--- src/hdl/gcs_pkg.sv ---
// ----------------------------------------------------------------------------
// gcs_pkg
// Shared types and constants of the glyph column segmenter: field widths,
// register indexes and the command/status bundles between the controller
// and the datapath.
// ----------------------------------------------------------------------------
`default_nettype none

package gcs_pkg;

    // Pixel value that counts as an empty position.
    localparam logic [23:0] WHITE_PIXEL = 24'hFFFFFF;

    // Field widths of the streams and of the configuration port.
    localparam int PIXEL_W      = 24;
    localparam int GLYPH_COL_W  = 7;
    localparam int GLYPH_TOP_W  = 6;
    localparam int OUT_TDATA_W  = 24;
    localparam int CFG_INDEX_W  = 2;
    localparam int CFG_DATA_W   = 8;
    localparam int WIDTH_REG_W  = 8;
    localparam int HEIGHT_REG_W = 7;
    localparam int MINW_REG_W   = 7;

    // Configuration register indexes.
    localparam logic [CFG_INDEX_W-1:0] REG_IMAGE_WIDTH  = 2'd0;
    localparam logic [CFG_INDEX_W-1:0] REG_IMAGE_HEIGHT = 2'd1;
    localparam logic [CFG_INDEX_W-1:0] REG_MIN_WIDTH    = 2'd2;

    // Commands from the controller to the datapath.
    typedef struct packed {
        logic capture;    // take in one pixel beat
        logic scan_init;  // frame end seen, prepare the column scan
        logic eval_step;  // evaluate the current column and advance
        logic flush;      // deliver the final result, clear the frame
    } cmd_t;

    // Status from the datapath to the controller.
    typedef struct packed {
        logic close_run;  // current column closes an open run
        logic last_col;   // current column is the last one of the frame
        logic out_free;   // output register can take a result this cycle
    } status_t;

endpackage

`default_nettype wire

--- src/hdl/gcs_ctrl.sv ---
// ----------------------------------------------------------------------------
// gcs_ctrl
// Controller of the segmenter: collects pixels, then steps the column scan
// (read, evaluate) and finally flushes the last result of the frame.
// ----------------------------------------------------------------------------
`default_nettype none

module gcs_ctrl (
    input  wire logic             clk,
    input  wire logic             rst_n,
    input  wire logic             s_tvalid,
    input  wire logic             s_tlast,
    output logic                  s_tready,
    input  gcs_pkg::status_t      status,
    output gcs_pkg::cmd_t         cmd
);

    localparam logic [1:0] ST_COLLECT = 2'd0;
    localparam logic [1:0] ST_READ    = 2'd1;
    localparam logic [1:0] ST_EVAL    = 2'd2;
    localparam logic [1:0] ST_FLUSH   = 2'd3;

    logic [1:0] state_reg;
    logic [1:0] state_next;

    assign s_tready      = (state_reg == ST_COLLECT);
    assign cmd.capture   = s_tvalid && s_tready;
    assign cmd.scan_init = cmd.capture && s_tlast;
    assign cmd.eval_step = (state_reg == ST_EVAL) && (!status.close_run || status.out_free);
    assign cmd.flush     = (state_reg == ST_FLUSH) && status.out_free;

    always_comb
    begin
        state_next = state_reg;
        unique case (state_reg)
            ST_COLLECT:
            begin
                if (cmd.scan_init)
                begin
                    state_next = ST_READ;
                end
            end
            ST_READ:
            begin
                state_next = ST_EVAL;
            end
            ST_EVAL:
            begin
                if (cmd.eval_step)
                begin
                    state_next = status.last_col ? ST_FLUSH : ST_READ;
                end
            end
            ST_FLUSH:
            begin
                if (cmd.flush)
                begin
                    state_next = ST_COLLECT;
                end
            end
            default:
            begin
                state_next = ST_COLLECT;
            end
        endcase
    end

    always_ff @(posedge clk or negedge rst_n)
    begin
        if (!rst_n)
        begin
            state_reg <= ST_COLLECT;
        end
        else
        begin
            state_reg <= state_next;
        end
    end

    // The beat that ends a frame hands over to the scan; no pixel follows it directly.
    a_no_pixel_after_frame_end: assert property (@(posedge clk) disable iff (!rst_n)
        cmd.scan_init |=> !s_tready)
        else $error("pixel accepted right after frame end");

    // A scan always runs through at least one read before any evaluation.
    a_read_before_eval: assert property (@(posedge clk) disable iff (!rst_n)
        cmd.scan_init |=> (state_reg == ST_READ))
        else $error("scan did not start with a column read");

    // A flush hands the block back to pixel collection.
    a_flush_to_collect: assert property (@(posedge clk) disable iff (!rst_n)
        cmd.flush |=> s_tready)
        else $error("pixel input not reopened after flush");

endmodule

`default_nettype wire

--- src/hdl/gcs_datapath.sv ---
// ----------------------------------------------------------------------------
// gcs_datapath
// Datapath of the segmenter: pixel position counters, per-column marks and
// top-row memory, run tracking of the column scan and the result registers.
// ----------------------------------------------------------------------------
`default_nettype none

module gcs_datapath #(
    parameter int MAX_WIDTH  = 128,
    parameter int MAX_HEIGHT = 64
) (
    input  wire logic                                  clk,
    input  wire logic                                  rst_n,
    input  gcs_pkg::cmd_t                              cmd,
    output gcs_pkg::status_t                           status,
    input  wire logic [gcs_pkg::PIXEL_W-1:0]           pixel,
    input  wire logic [gcs_pkg::WIDTH_REG_W-1:0]       eff_width,
    input  wire logic [gcs_pkg::HEIGHT_REG_W-1:0]      eff_height,
    input  wire logic [gcs_pkg::MINW_REG_W-1:0]        min_width,
    input  wire logic                                  m_tready,
    output logic                                       out_valid,
    output logic [gcs_pkg::GLYPH_COL_W-1:0]            out_left,
    output logic [gcs_pkg::GLYPH_COL_W-1:0]            out_right,
    output logic [gcs_pkg::GLYPH_TOP_W-1:0]            out_top,
    output logic                                       out_none,
    output logic                                       out_last
);

    localparam int CW     = $clog2(MAX_WIDTH);
    localparam int RW     = $clog2(MAX_HEIGHT);
    localparam int OUT_CW = gcs_pkg::GLYPH_COL_W;
    localparam int OUT_TW = gcs_pkg::GLYPH_TOP_W;

    // Pixel position.
    logic [CW-1:0]        col_reg;
    logic [RW-1:0]        row_reg;
    logic [CW:0]          col_inc;
    logic [RW:0]          row_inc;

    // Column store.
    logic [MAX_WIDTH-1:0] marks_reg;
    logic [RW-1:0]        top_mem [MAX_WIDTH];
    logic [RW-1:0]        rd_data_reg;
    logic                 mark_new;

    // Scan state.
    logic [CW-1:0]        x_reg;
    logic                 open_reg;
    logic [CW-1:0]        left_reg;
    logic [RW-1:0]        run_top_reg;
    logic [CW-1:0]        run_dist;
    logic                 cur_marked;

    // Result waiting for its successor, so that the final one can carry last.
    logic                 pend_valid_reg;
    logic [CW-1:0]        pend_left_reg;
    logic [CW-1:0]        pend_right_reg;
    logic [RW-1:0]        pend_top_reg;

    logic                 out_valid_reg;
    logic                 load_out;

    assign col_inc    = {1'b0, col_reg} + 1'b1;
    assign row_inc    = {1'b0, row_reg} + 1'b1;
    assign mark_new   = cmd.capture && (pixel != gcs_pkg::WHITE_PIXEL) && !marks_reg[col_reg];
    assign cur_marked = marks_reg[x_reg];
    assign run_dist   = x_reg - left_reg;

    assign status.close_run = !cur_marked && open_reg && (int'(run_dist) >= int'(min_width));
    assign status.last_col  = (int'(x_reg) + 1) >= int'(eff_width);
    assign status.out_free  = !out_valid_reg || m_tready;

    assign load_out  = (cmd.eval_step && status.close_run && pend_valid_reg) || cmd.flush;
    assign out_valid = out_valid_reg;

    // Top-row memory: one write port for capture, one registered read for the scan.
    always_ff @(posedge clk)
    begin
        if (mark_new)
        begin
            top_mem[col_reg] <= row_reg;
        end
        rd_data_reg <= top_mem[x_reg];
    end

    // Position counters and column marks.
    always_ff @(posedge clk or negedge rst_n)
    begin
        if (!rst_n)
        begin
            col_reg   <= '0;
            row_reg   <= '0;
            marks_reg <= '0;
        end
        else if (cmd.flush)
        begin
            col_reg   <= '0;
            row_reg   <= '0;
            marks_reg <= '0;
        end
        else if (cmd.capture)
        begin
            if (mark_new)
            begin
                marks_reg[col_reg] <= 1'b1;
            end
            if (int'(col_inc) >= int'(eff_width))
            begin
                col_reg <= '0;
                if (int'(row_inc) >= int'(eff_height))
                begin
                    row_reg <= '0;
                end
                else
                begin
                    row_reg <= row_inc[RW-1:0];
                end
            end
            else
            begin
                col_reg <= col_inc[CW-1:0];
            end
        end
    end

    // Column scan and pending result.
    always_ff @(posedge clk or negedge rst_n)
    begin
        if (!rst_n)
        begin
            x_reg          <= '0;
            open_reg       <= 1'b0;
            pend_valid_reg <= 1'b0;
        end
        else if (cmd.scan_init)
        begin
            x_reg          <= '0;
            open_reg       <= 1'b0;
            pend_valid_reg <= 1'b0;
        end
        else if (cmd.flush)
        begin
            pend_valid_reg <= 1'b0;
        end
        else if (cmd.eval_step)
        begin
            x_reg <= x_reg + 1'b1;
            if (cur_marked)
            begin
                if (!open_reg)
                begin
                    open_reg <= 1'b1;
                end
            end
            else if (status.close_run)
            begin
                open_reg       <= 1'b0;
                pend_valid_reg <= 1'b1;
            end
        end
    end

    // Run payload registers.
    always_ff @(posedge clk)
    begin
        if (cmd.eval_step)
        begin
            if (cur_marked)
            begin
                if (!open_reg)
                begin
                    left_reg    <= x_reg;
                    run_top_reg <= rd_data_reg;
                end
                else if (rd_data_reg < run_top_reg)
                begin
                    run_top_reg <= rd_data_reg;
                end
            end
            else if (status.close_run)
            begin
                pend_left_reg  <= left_reg;
                pend_right_reg <= x_reg;
                pend_top_reg   <= run_top_reg;
            end
        end
    end

    // Output register.
    always_ff @(posedge clk or negedge rst_n)
    begin
        if (!rst_n)
        begin
            out_valid_reg <= 1'b0;
        end
        else if (load_out)
        begin
            out_valid_reg <= 1'b1;
        end
        else if (m_tready)
        begin
            out_valid_reg <= 1'b0;
        end
    end

    always_ff @(posedge clk)
    begin
        if (load_out)
        begin
            if (cmd.flush && !pend_valid_reg)
            begin
                out_left  <= '0;
                out_right <= '0;
                out_top   <= '0;
                out_none  <= 1'b1;
            end
            else
            begin
                out_left  <= OUT_CW'(pend_left_reg);
                out_right <= OUT_CW'(pend_right_reg);
                out_top   <= OUT_TW'(pend_top_reg);
                out_none  <= 1'b0;
            end
            out_last <= cmd.flush;
        end
    end

    // A result is only loaded when the output register is free or draining.
    a_load_only_when_free: assert property (@(posedge clk) disable iff (!rst_n)
        load_out |-> (!out_valid_reg || m_tready))
        else $error("result overwrote an undelivered beat");

    // After a flush every column mark is clear and the final beat is on offer.
    a_flush_clears_marks: assert property (@(posedge clk) disable iff (!rst_n)
        cmd.flush |=> (marks_reg == '0) && out_valid_reg && out_last)
        else $error("frame not closed properly by flush");

    // A frame start sees no leftover pending result.
    a_scan_init_clean: assert property (@(posedge clk) disable iff (!rst_n)
        cmd.scan_init |=> !pend_valid_reg && !open_reg && (x_reg == '0))
        else $error("scan started with stale run state");

endmodule

`default_nettype wire

--- src/hdl/glyph_column_segmenter_core.sv ---
// ----------------------------------------------------------------------------
// glyph_column_segmenter_core
// Vertical-projection glyph segmentation of a background-cleared image.
// ----------------------------------------------------------------------------
// Usage:
// Pixels enter on the slave stream in row-major order, one beat per pixel,
// with s_tlast high on the final pixel of the frame. During a frame one beat
// is taken every cycle. A pure white pixel counts as empty; any other value
// marks its column and, for the first such pixel, records the row.
// The beat with s_tlast starts the column scan. The scan steps through each
// column (registered read of the top-row memory, then evaluation) and ends
// with a flush; s_tready stays low until that flush, which comes later if the
// receiver stalls. Each closed run leaves as one master beat; the last beat of
// the frame has m_tlast high. A frame without a closed run gives one beat with
// m_tuser (none found) high and zero coordinates.
// Results pass through a single output register: a stalled m_tready holds the
// beat and pauses the scan, but never loses or repeats a result.
// Reset (rst_n low, asynchronous) clears all column marks and counters and
// loads image_width 128, image_height 64, min_width 7. Configuration writes
// are meant for idle periods between frames.
// ----------------------------------------------------------------------------
`default_nettype none

module glyph_column_segmenter_core #(
    parameter int MAX_WIDTH  = 128,
    parameter int MAX_HEIGHT = 64
) (
    input  wire logic                                  clk,
    input  wire logic                                  rst_n,
    // Slave stream. tdata: pixel[23:0]. tlast: frame_end.
    input  wire logic                                  s_tvalid,
    output logic                                       s_tready,
    input  wire logic [gcs_pkg::PIXEL_W-1:0]           s_tdata,
    input  wire logic                                  s_tlast,
    // Master stream. tdata: glyph_left[6:0], glyph_right[13:7],
    // glyph_top[19:14], zero[23:20]. tuser: none_found. tlast: last.
    output logic                                       m_tvalid,
    input  wire logic                                  m_tready,
    output logic [gcs_pkg::OUT_TDATA_W-1:0]            m_tdata,
    output logic                                       m_tuser,
    output logic                                       m_tlast,
    // Configuration write port.
    input  wire logic                                  cfg_we,
    input  wire logic [gcs_pkg::CFG_INDEX_W-1:0]       cfg_index,
    input  wire logic [gcs_pkg::CFG_DATA_W-1:0]        cfg_data
);

    localparam int PAD_W = gcs_pkg::OUT_TDATA_W - 2 * gcs_pkg::GLYPH_COL_W
                           - gcs_pkg::GLYPH_TOP_W;

    logic [gcs_pkg::WIDTH_REG_W-1:0]  width_cfg_reg;
    logic [gcs_pkg::HEIGHT_REG_W-1:0] height_cfg_reg;
    logic [gcs_pkg::MINW_REG_W-1:0]   minw_cfg_reg;

    logic [gcs_pkg::WIDTH_REG_W-1:0]  eff_width;
    logic [gcs_pkg::HEIGHT_REG_W-1:0] eff_height;

    gcs_pkg::cmd_t                    cmd;
    gcs_pkg::status_t                 status;

    logic [gcs_pkg::GLYPH_COL_W-1:0]  out_left;
    logic [gcs_pkg::GLYPH_COL_W-1:0]  out_right;
    logic [gcs_pkg::GLYPH_TOP_W-1:0]  out_top;

    // Configuration registers; writes to an unused index are dropped.
    always_ff @(posedge clk or negedge rst_n)
    begin
        if (!rst_n)
        begin
            width_cfg_reg  <= 8'd128;
            height_cfg_reg <= 7'd64;
            minw_cfg_reg   <= 7'd7;
        end
        else if (cfg_we)
        begin
            unique case (cfg_index)
                gcs_pkg::REG_IMAGE_WIDTH:
                begin
                    width_cfg_reg <= cfg_data;
                end
                gcs_pkg::REG_IMAGE_HEIGHT:
                begin
                    height_cfg_reg <= cfg_data[gcs_pkg::HEIGHT_REG_W-1:0];
                end
                gcs_pkg::REG_MIN_WIDTH:
                begin
                    minw_cfg_reg <= cfg_data[gcs_pkg::MINW_REG_W-1:0];
                end
                default:
                begin
                end
            endcase
        end
    end

    // Zero acts as one, and values above the built-in size are clamped to it.
    always_comb
    begin
        priority if (width_cfg_reg == '0)
        begin
            eff_width = gcs_pkg::WIDTH_REG_W'(1);
        end
        else if (int'(width_cfg_reg) > MAX_WIDTH)
        begin
            eff_width = gcs_pkg::WIDTH_REG_W'(MAX_WIDTH);
        end
        else
        begin
            eff_width = width_cfg_reg;
        end

        priority if (height_cfg_reg == '0)
        begin
            eff_height = gcs_pkg::HEIGHT_REG_W'(1);
        end
        else if (int'(height_cfg_reg) > MAX_HEIGHT)
        begin
            eff_height = gcs_pkg::HEIGHT_REG_W'(MAX_HEIGHT);
        end
        else
        begin
            eff_height = height_cfg_reg;
        end
    end

    gcs_ctrl u_ctrl (
        .clk      (clk),
        .rst_n    (rst_n),
        .s_tvalid (s_tvalid),
        .s_tlast  (s_tlast),
        .s_tready (s_tready),
        .status   (status),
        .cmd      (cmd)
    );

    gcs_datapath #(
        .MAX_WIDTH  (MAX_WIDTH),
        .MAX_HEIGHT (MAX_HEIGHT)
    ) u_datapath (
        .clk        (clk),
        .rst_n      (rst_n),
        .cmd        (cmd),
        .status     (status),
        .pixel      (s_tdata),
        .eff_width  (eff_width),
        .eff_height (eff_height),
        .min_width  (minw_cfg_reg),
        .m_tready   (m_tready),
        .out_valid  (m_tvalid),
        .out_left   (out_left),
        .out_right  (out_right),
        .out_top    (out_top),
        .out_none   (m_tuser),
        .out_last   (m_tlast)
    );

    assign m_tdata = {{PAD_W{1'b0}}, out_top, out_right, out_left};

endmodule

`default_nettype wire
--- config.mk ---
export PLATFORM = sky130hd
export DESIGN_NAME = glyph_column_segmenter_core
export DESIGN_NICKNAME = d
export VERILOG_FILES = /design/src/hdl/gcs_pkg.sv /design/src/hdl/gcs_ctrl.sv /design/src/hdl/gcs_datapath.sv /design/src/hdl/glyph_column_segmenter_core.sv
export SDC_FILE = /design/constraint.sdc
export NUM_CORES = 1
export LEC_CHECK = 0
export BUFFER_PORTS_ARGS = -buffer_cell sky130_fd_sc_hd__buf_2
export CORE_ASPECT_RATIO = 1.25
export CORE_MARGIN = 2
export CORE_UTILIZATION = 56
export DETAILED_ROUTE_END_ITERATION = 10
export MAX_ROUTING_LAYER = met4
export PLACE_DENSITY = 0.72
export REMOVE_ABC_BUFFERS = 1
export SLEW_MARGIN = 20
export SYNTH_ARGS = -nofsm -noshare
export SYNTH_HDL_FRONTEND = slang
export SYNTH_SLANG_ARGS = --single-unit
export TNS_END_PERCENT = 1
--- constraint.sdc ---
create_clock -name clk -period 6.5 [get_ports clk]
set_input_delay 1.3 -clock clk [delete_from_list [all_inputs] [get_ports clk]]
set_output_delay 1.3 -clock clk [all_outputs]
set_load 0.02 [all_outputs]
# Word-level counts from Yosys, hierarchy flattened
# Memory sizes are Yosys's and may differ from the RTL's. A register that Yosys moved wholly into a read port is not among the register bits.
# Cells that the tools add are included.
[word_totals]
n_memories = 1
ram_bits = 768
regBits = 230
[classes]
addsub = 5
reduce_logical = 44
bitwise = 3
order_cmp = 10
n_eq_ne = 12
mux = 45
[memory_table]
columns = ["memory", "depth", "word_bits", "read_ports", "rd_clocked_by_memory_dff", "wr", "line_no", "source"]
rows = [
  ["u_datapath.top_mem", 128, 6, 1, 1, 1, "gcs_datapath.sv:42", "logic [RW-1:0] top_mem [MAX_WIDTH];"],
]
[op_table]
columns = ["operator", "count"]
rows = [
  ["2-to-1 mux 128 bit", 3],
  ["OR 128 bit", 1],
  ["2-to-1 mux 7 bit", 8],
  ["2-to-1 mux 6 bit", 6],
  [">= comparator 32 x 9 -> 1 bit", 1],
  ["!= test 24 bit, second input constant", 1],
  ["2-to-1 mux 1 bit", 18],
  ["AND reduction 3 bit", 6],
  ["adder 7 x 1 -> 8 bit, second input constant", 2],
  ["less-than comparator 7 x 8 -> 1 bit, second input constant", 2],
  ["2-to-1 mux 8 bit", 2],
  ["binary-select mux 1 bit (select 7 bit)", 2],
  [">= comparator 7 bit", 2],
  ["logical AND 1 bit", 12],
  ["AND reduction 2 bit", 6],
  ["nonzero test 2 bit", 5],
  ["nonzero test 3 bit", 3],
  [">= comparator 8 bit", 1],
  ["> comparator 8 bit, second input constant", 1],
  ["logical NOT 8 bit", 1],
  ["2-to-1 mux 2 bit", 4],
  ["case mux 2 bit (4 select lines)", 1],
  ["adder 6 x 1 -> 7 bit, second input constant", 1],
  ["adder 7 x 1 -> 7 bit, second input constant", 1],
  ["15 further kinds", 29],
]

# Depth between registers and ports, before layout
# Gate-level depths: netlist (run 1).
[logic_depth]
depth_word = 12
mapped_depth = 22

# Hierarchy
# From an unflattened synthesis (run 1), not the netlist that was laid out.
[unflattened]
cells_unflattened = 2424
hier_area_um2 = 42293.1
[by_module_without_submodules]
columns = ["mod", "n_inst", "area_each_um2", "cells_each", "seq_area_each_um2"]
rows = [
  ["gcs_datapath", 1, 41152.0, 2336, 28612.4],
  ["glyph_column_segmenter_core", 1, 1007.2, 71, 556.8],
  ["gcs_ctrl", 1, 133.9, 17, 50.0],
]

# Worst setup path after synthesis (run 1)
# No wires, ideal clock.
[synth_path]
path_type = "register to register"
from = "reg u_datapath.x_reg[0]"
to = "reg u_datapath.out_last (enable)"
setup_ns = 0.436
slack_ns = 0.635
n_path_buf = 6
path_stages_with_launch = 21
t_arrival_ns = 5.429
cell_sequence = "dfrtp_1 buf_4 buf_4 buf_4 buf_2 buf_2 buf_2 inv_1 ha_1 fa_1 inv_1 a21oi_1 o21bai_1 a21o_1 a21oi_1 xnor2_1 ha_1 nand2_1 o21ai_0 nand2_1 o31ai_1"
[synth_between]
elab_chain_len = 11
elab_cells_between_ends = 13
classes_between = "1 x add/sub; 1 x order compare; 2 x mux; 9 x reduce/logical"
[synth_rtl]
columns = ["item", "line_no", "source"]
rows = [
  ["start, declared", "gcs_datapath.sv:47", "logic [CW-1:0] x_reg;"],
  ["start signal, assigned", "gcs_datapath.sv:147", "x_reg <= x_reg + 1'b1;"],
  ["branches (longest 4 deep; another with subtractor 7 bit)", "-", ""],
  ["logical AND 1 bit *", "gcs_datapath.sv:69", "assign status.close_run = !cur_marked && open_reg && (int'(run_dist) >= int'(min_width));"],
  ["logical NOT 1 bit", "gcs_ctrl.sv:29", "assign cmd.eval_step = (state_reg == ST_EVAL) && (!status.close_run || status.out_free);"],
  ["logical OR 1 bit", "gcs_ctrl.sv:29", ""],
  ["logical AND 1 bit", "gcs_ctrl.sv:29", ""],
  ["logical AND 1 bit * (2 in series)", "gcs_datapath.sv:73", "assign load_out = (cmd.eval_step && status.close_run && pend_valid_reg) || cmd.flush;"],
  ["logical OR 1 bit *", "gcs_datapath.sv:73", ""],
  ["named net u_datapath.load_out", "gcs_datapath.sv:61", "logic load_out;"],
  ["end signal, assigned", "gcs_datapath.sv:224", "out_last <= cmd.flush;"],
  ["end, declared", "gcs_datapath.sv:26", "output logic out_last"],
]
# Mark *: on every way through the listed nets, which the timed path passes. The select of a mux whose other input is x is not followed.
# A chain may end at the register's enable or synchronous reset.

# Final worst setup path (run 1)
[layout_path]
from = "reg u_datapath.col_reg[2]"
to = "mem u_datapath.top_mem[15][4] (netlist name) (enable)"
[layout_between]
elab_chain_len = 6
[layout_rtl]
columns = ["item", "line_no", "source"]
rows = [
  ["start, declared", "gcs_datapath.sv:35", "logic [CW-1:0] col_reg;"],
  ["start signal, assigned", "gcs_datapath.sv:121", "col_reg <= col_inc[CW-1:0];"],
  ["binary-select mux 1 bit (select 7 bit)", "gcs_datapath.sv:65", "assign mark_new = cmd.capture && (pixel != gcs_pkg::WHITE_PIXEL) && !marks_reg[col_reg];"],
  ["2-to-1 mux 1 bit (not written as such)", "gcs_datapath.sv:65", ""],
  ["logical NOT 1 bit", "gcs_datapath.sv:65", ""],
  ["logical AND 1 bit", "gcs_datapath.sv:65", ""],
  ["2-to-1 mux 1 bit", "gcs_datapath.sv:79", "if (mark_new)"],
  ["2-to-1 mux 1 bit (not written as such)", "gcs_datapath.sv:81", "top_mem[col_reg] <= row_reg;"],
  ["end, declared", "gcs_datapath.sv:42", ""],
]
# Several ways; a longest one is shown, not always the timed one. The select of a mux whose other input is x is not followed.

==> results of run 1 <==
==> cells in the final DEF, fill, tap and decap left out, drive strengths merged, types with 13 or more instances in the layout <==
cell type,count
o221ai,101
nand2b,13
mux2,33
clkbuf,123
nor2b,36
clkinv,34
edfxtp,823
nor3,118
inv,42
o22ai,52
o21a,102
o31ai,22
a211oi,26
o21ai,26
dfrtp,170
ha,44
xnor2,13
nand2,156
mux4,144
buf,114
a21oi,57
nor2,49
a21o,27
mux2i,224
nand3,21
==> through the flow <==
stage | cell area, µm² | hold slack [ps] | worst slack (ps) | utilization [%]
5_1_grt | 46800 | 450 | 1090 | 61.8
4_1_cts | 46800 | 436 | 1530 | 61.8
3_5_place_dp | 43800 | 422 | 1550 | 57.9
6_report | 46800 | 436 | 1350 | 61.8
3_3_place_gp | 43800 | 415 | 1730 | 57.9
2_1_floorplan | 41700 | 400 | -9020 | -
==> worst max-delay path by stage <==
stage,startpoint,endpoint,cells past startpoint,slack (ps)
final,u_datapath.col_reg[2],u_datapath.top_mem[15][4],9,1350
after floorplan,u_datapath.x_reg[0],u_datapath.out_last,14,-9020
after CTS,u_datapath.col_reg[2],u_datapath.top_mem[22][1],8,1530
after global placement,u_datapath.col_reg[1],u_datapath.top_mem[22][1],10,1730
after detailed placement,u_datapath.col_reg[2],u_datapath.top_mem[22][1],8,1550
after global routing,u_datapath.col_reg[2],u_datapath.top_mem[19][2],8,1090
==> area by class of cell <==
| class | instances | share of cell area (%) |
|---|---|---|
| inverters | 36 | 0.289 |
| well taps | 977 | 2.61 |
| clock inverters | 54 | 1.09 |
| flip-flops and latches | 1004 | 62.5 |
| clock buffers | 122 | 5.32 |
| multi-input cells | 1363 | 26.6 |
| repair buffers | 115 | 1.55 |
==> synthesized netlist by cell type (all sizes together) (36+ instances only) <==
library cell and instances:
edfxtp 823, mux2i 224, dfrtp 170, nand2 156
mux4 144, nor3 118, o21a 102, o221ai 101
buf 91, clkbuf 78, a21oi 57, o22ai 52
nor2 49, ha 44, nor2b 36
==> cells by family (layout without fill, tap and decap cells) <==
kind of cell	Yosys count	in the layout	synth area share, %
muxes	401	401	13.8
xor gates and xnor gates	20	20	0.412
adders and majority gates	45	45	1.34
DFF	1004	1004	68.7
AOI/OAI and AO/OA	468	468	8.04
other	1	4	0.00882
and+or+nand+nor	425	425	5.48
buffers and inverters	205	327	2.25
==> per-layer routing <==
metal | share of wire (%) | vias up
met5 | 0 | -
met4 | 4.7 | 0
met3 | 8.3 | 274
met2 | 49 | 1288
met1 | 38 | 12510
li1 | - | 10369
==> power groups by stage <==
stage	Clock [W]	Sequential [W]	Combinational, W
final	0.00537	0.00795	0.00301
after global routing	0.00567	0.00799	0.00321
after CTS	0.00543	0.00795	0.00300
after detailed placement	0	0.00809	0.00299
after global placement	0	0.00806	0.00294
after floorplan	0	0.00830	0.00246
==> key figures, run 1 <==
CTS
  – Clk buf depth: 3
  – Clk Tree Root Cell: clkbuf_16
  – CTS Sinks: 1004
  – CTS tree: done
  – Clk_lat worst skew: 680 ps
  – CTS Hold Bufs: 0
  – Inserted Clock Buffers: 93
  – Post-CTS Setup Bufs: 0
  – Clk slew on worst S/H paths: 70 ps
  – H-tree depth: 3
  – # resized after CTS: 0

Synthesis
  – Top cells by area, synth: edfxtp_1 (58%), dfrtp_1 (10%), mux4_2 (7.6%)
  – Post-synth cell types: 70
  – Synthesis Warnings: 0
  – Avg Synthesized Cell Area: 16.6 µm²
  – Share of the synthesized area in the top cell type: 58.1%
  – Post-Synthesis Cells: 2569
  – Synth Register Bits: 1004
  – Main flop type after synthesis: edfxtp_1
  – Post-synth EDFFs: 823
  – Post-Synthesis Cell Area: 0.0425 mm²
  – Asr flop ratio synth: 17.4%
  – Sequential share of the synthesized area: 68.7%
  – Cell accounting for the most synthesized area: edfxtp_1

Final layout
  – Fillcell total: 5255
  – Area grow syn2layout: 9.95%
  – Sequential cell area: 0.0293 mm²
  – Layout cells sized above 1: 19.9%
  – Max FFs per register: 768
  – Non-filler cells, final: 3671
  – Multi-input gate area: 0.0124 mm²
  – # diodes: 0
  – Nets@finish: 2698

Pwr
  – P_leak: 15.4 nW
  – Combinational share of power: 18.4%
  – Psw: 0.00480 W
  – Sw frac: 29.4%
  – Reg power frac: 48.7%
  – Clock network fraction of total power: 32.9%
  – Final total power: 0.0163 W
  – VDD IR max: 0.251 mV
  – PD cells: 349 mW/mm²
  – Pint: 0.0115 W

Critical path
  – Reg2reg start: u_datapath.col_reg[2]
  – Worst-path fanout max: 49
  – CP max-delay cell: dfrtp_2
  – Worst path bufs/invs: 1
  – Worst Setup Start Kind: register
  – R2R depth: 9
  – CP top delay family: compound AO/OA/AOI/OAI gates
  – Data required, critical path: 6790 ps
  – WS Path Type: reg -> reg
  – CP arrival: 5440 ps
  – Cell Chain, Critical Path: nor2_1 -> a221oi_1 -> o221ai_1 -> a2111oi_0 -> o21ai_1 -> a211o_4 -> or2_1 -> buf_4 -> nor2_1
  – FF-to-FF End: u_datapath.top_mem[15][4]
  – Largest stage delay on the critical path: 1050 ps
  – CP endpoint kind: register
  – R2R Setup Slk: 1350 ps
  – Most common cell on crit path: nor2_1

STA
  – Final worst path period share: 79.2%
  – Slew @ Worst Pin: 1110 ps
  – Max Clk Rate: 194 MHz
  – Final worst path period need: 5150 ps
  – Pins Over Slew Limit: 0
  – Setup TNS: 0 ps
  – Slew margin rel.: 25.0%
  – Clock Skews: 32.0 ps
  – Final hold vios: 0
  – RSZ-0062 raised after global routing: false
  – Final setup vio count: 0

Placed design
  – Final Wtd Congestion: 0.988
  – Placed cell count: 3495
  – Buffers on Ports: 63
  – Dpl hpwl: 67.7 mm

Floorplan
  – Die Y: 312 µm
  – Row count: 113
  – Width of the chip: 251 µm
  – # IOs: 68
  – Initial Utilization: 56.2%
  – Die footprint: 0.0782 mm²
  – Core Footprint: 0.0756 mm²

Global route
  – GR Layer Usage met3: 4.52%
  – Met1 usage: 35.3%
  – Total grt overflow: 0
  – GR peak layer: met2
  – Antenna violations before repair: 1
  – Vias in the first global route: 24746
  – GRT Util Overall: 27.9%
  – Global-route wire length before repair: 158 mm
  – Met2 Usage GRT: 44.7%
  – Largest net degree at the start of global routing: 122

Routing
  – Drc violations: 0
  – Drt via density: 6.66
  – Drt wl/cell: 28.6 µm
  – Antenna violation net count after detailed routing: 0
  – Vias: 24441
  – Number of DRC markers in iteration 0: 2585
  – Total wire length: 105 mm
  – Total iterations of the first detailed-routing run: 8

Worst hold path
  – Hold_sp: u_datapath.rd_data_reg[0]
  – Hold Path Stages: 0
  – Worst hold endpoint: u_datapath.run_top_reg[0]
  – Class of the worst hold path: reg -> reg

Job
  – Max Cap Viol: 0

Outcome
  – Status: complete, no violations
Note: power is estimated with default switching activity, not from simulation.
==> inputs of run 2 (changes only) <==
Settings changed: PLACE_DENSITY 0.72 to 0.75.
Clock period 6.5 ns to 4.5 ns, I/O delays scaled along.
==> run 2 against run 1 <==
Against the previous run:
- critical path depth grew 1
- die area is the same
- worst hold slack lost 100 ps
- largest cell class unchanged
- largest power group unchanged
- highest routed layer unchanged
==> key figures, run 2 (synthesis results as in run 1) <==
Floorplan
  – Die Y: 312 µm (unchanged)
  – Die footprint: 0.0782 mm² (unchanged)
  – Core Footprint: 0.0756 mm² (unchanged)
  – Initial Utilization: 56.2% (unchanged)
  – # IOs: 68 (unchanged)
  – Width of the chip: 251 µm (unchanged)
  – Row count: 113 (unchanged)

Critical path
  – Worst-path fanout max: 24 (-51%)
  – Cell Chain, Critical Path: buf_4 -> inv_1 -> a221oi_1 -> o221ai_1 -> a2111oi_0 -> o21ai_1 -> a211o_4 -> or2_1 -> buf_12 -> nor2_1
  – Worst setup path startpoint: u_datapath.col_reg[0]
  – FF-to-FF End: u_datapath.top_mem[47][1]
  – Crit path capture: u_datapath.top_mem[47][1]
  – Largest stage delay on the critical path: 780 ps (-270 ps)
  – CP arrival: 4520 ps (-920 ps)
  – Worst Setup Start Kind: register
  – WS Path Type: reg -> reg
  – Reg2reg start: u_datapath.col_reg[0]
  – CP endpoint kind: register
  – CP max-delay cell: dfrtp_2
  – Data required, critical path: 4810 ps (-1980 ps)
  – R2R depth: 10 (+1)
  – R2R Setup Slk: 280 ps (-1070 ps)

Pwr
  – Final total power: 0.0238 W (+46%)
  – PD cells: 500 mW/mm² (+43%)
  – VDD IR max: 0.323 mV (+29%)
  – P_leak: 16.0 nW (+3.8%)

STA
  – Final WS setup: 284 ps (-1070 ps)
  – Min Hold Slack: 336 ps (-100 ps)
  – Clock Skews: 27.5 ps (-4.46 ps)
  – Slew @ Worst Pin: 1210 ps (+97.1 ps)
  – Final worst path period need: 4220 ps (-932 ps)
  – Slew margin rel.: 19.3% (-5.8 points)
  – Final hold vios: 0 (unchanged)
  – RSZ-0062 raised after global routing: false
  – Setup TNS: 0 ps (unchanged)
  – Pins Over Slew Limit: 0 (unchanged)
  – Final worst path period share: 93.7% (+14 points)
  – Final setup vio count: 0 (unchanged)
  – Max Clk Rate: 237 MHz (+22%)

Final layout
  – Fillcell total: 5163 (-1.8%)
  – Most frequent cells in the layout: edfxtp_1 (823), mux2i_1 (224), dfrtp_1 (157)
  – Max FFs per register: 768 (unchanged)
  – Nets@finish: 2803 (+3.9%)
  – Area grow syn2layout: 11.9%
  – Commonest non-fill, non-tap cell in the layout: edfxtp_1
  – Non-filler cells, final: 3775 (+2.8%)
  – Layout cells sized above 1: 22.6% (+2.7 points)

Global route
  – Met2 Usage GRT: 45.9% (+1.1 points)
  – GR Layer Usage met3: 5.32% (+0.80 points)
  – GR peak layer: met2
  – Met1 usage: 35.3% (about the same)
  – Antenna violations before repair: 0 (-1)
  – GRT Util Overall: 28.7% (+0.72 points)
  – Total grt overflow: 0 (unchanged)
  – Global-route wire length before repair: 161 mm (+2.3%)
  – Vias in the first global route: 25553 (+3.3%)
  – Largest net degree at the start of global routing: 89 (-27%)

CTS
  – H-tree depth: 3 (unchanged)
  – Clk Tree Root Cell: clkbuf_16
  – Clk slew on worst S/H paths: 60 ps (about the same)
  – Post-CTS Setup Bufs: 0 (unchanged)
  – Inserted Clock Buffers: 93 (unchanged)
  – # resized after CTS: 0 (unchanged)
  – CTS Sinks: 1004 (unchanged)
  – Clk_lat worst skew: 680 ps (about the same)
  – CTS Hold Bufs: 0 (unchanged)
  – CTS tree: done
  – Clk buf depth: 3 (unchanged)

Worst hold path
  – Class of the worst hold path: in -> async

Routing
  – Number of DRC markers in iteration 0: 2976 (+15%)
  – Drt wl/cell: 28.5 µm (-0.19%)
  – Antenna violation net count after detailed routing: 0 (unchanged)
  – Vias: 25096 (+2.7%)
  – Total wire length: 108 mm (+2.6%)
  – Total iterations of the first detailed-routing run: 8 (unchanged)
  – Drt via density: 6.65 (-0.15%)
  – Drc violations: 0 (unchanged)

Placed design
  – Buffers on Ports: 63 (unchanged)
  – Post-place setup slack: 237 ps (-1310 ps)
  – Final Wtd Congestion: 1.02 (+3.3%)
  – Dpl hpwl: 69.4 mm (+2.5%)
  – Placed cell count: 3600 (+3.0%)

Job
  – Max Cap Viol: 0 (unchanged)

Outcome
  – Status: complete, no violations
==> run 2: power by group <==
| group | switching (W) | internal, W |
|---|---|---|
| Combinational | 0.00319 | 0.00172 |
| Sequential | 0.000390 | 0.0108 |
| Clock | 0.00343 | 0.00431 |
==> run 2: final cells by class <==
type | count | area [µm²] | share of cell area (%)
sequential | 1004 | 29300 | 61.4
multi-input combinational | 1363 | 12400 | 26.1
clock buffer | 118 | 2460 | 5.17
timing repair buffer | 220 | 1580 | 3.31
tap | 977 | 1220 | 2.57
clock inverter | 56 | 529 | 1.11
inverter | 36 | 135 | 0.284
antenna | 1 | 2.50 | 0.00526
==> run 2: per-stage QoR <==
step                instance area (µm²)  util (%)
floorplan                         41700         -
global placement                  44600      59.0
detailed placement                44600      59.0
CTS                               47600      62.9
global route                      47600      62.9
finish                            47600      63.0
==> run 2: worst max-delay path: cells and delay by family (launching register included) <==
family | cells | cell delay, ps
simple gates | 2 | 730
buf+inv | 3 | 740
flops | 1 | 780
compound gates | 5 | 1570
==> run 2: routing by layer <==
metal / vias to the layer above / part of all wire [%]
met5: - / 0
met4: 0 / 5.6
met3: 385 / 8.7
met2: 1405 / 49
met1: 12735 / 37
li1: 10571 / -
==> run 2: worst min-delay path by stage <==
stage,startpoint,to,slack (ps)
2_1_floorplan,u_datapath.rd_data_reg[0],u_datapath.run_top_reg[0],400
3_3_place_gp,u_datapath.rd_data_reg[0],u_datapath.run_top_reg[0],420
3_5_place_dp,u_datapath.rd_data_reg[3],u_datapath.run_top_reg[3],430
4_1_cts,rst_n,u_datapath.row_reg[5],340
5_1_grt,rst_n,height_cfg_reg[3],400
6_report,rst_n,height_cfg_reg[1],340
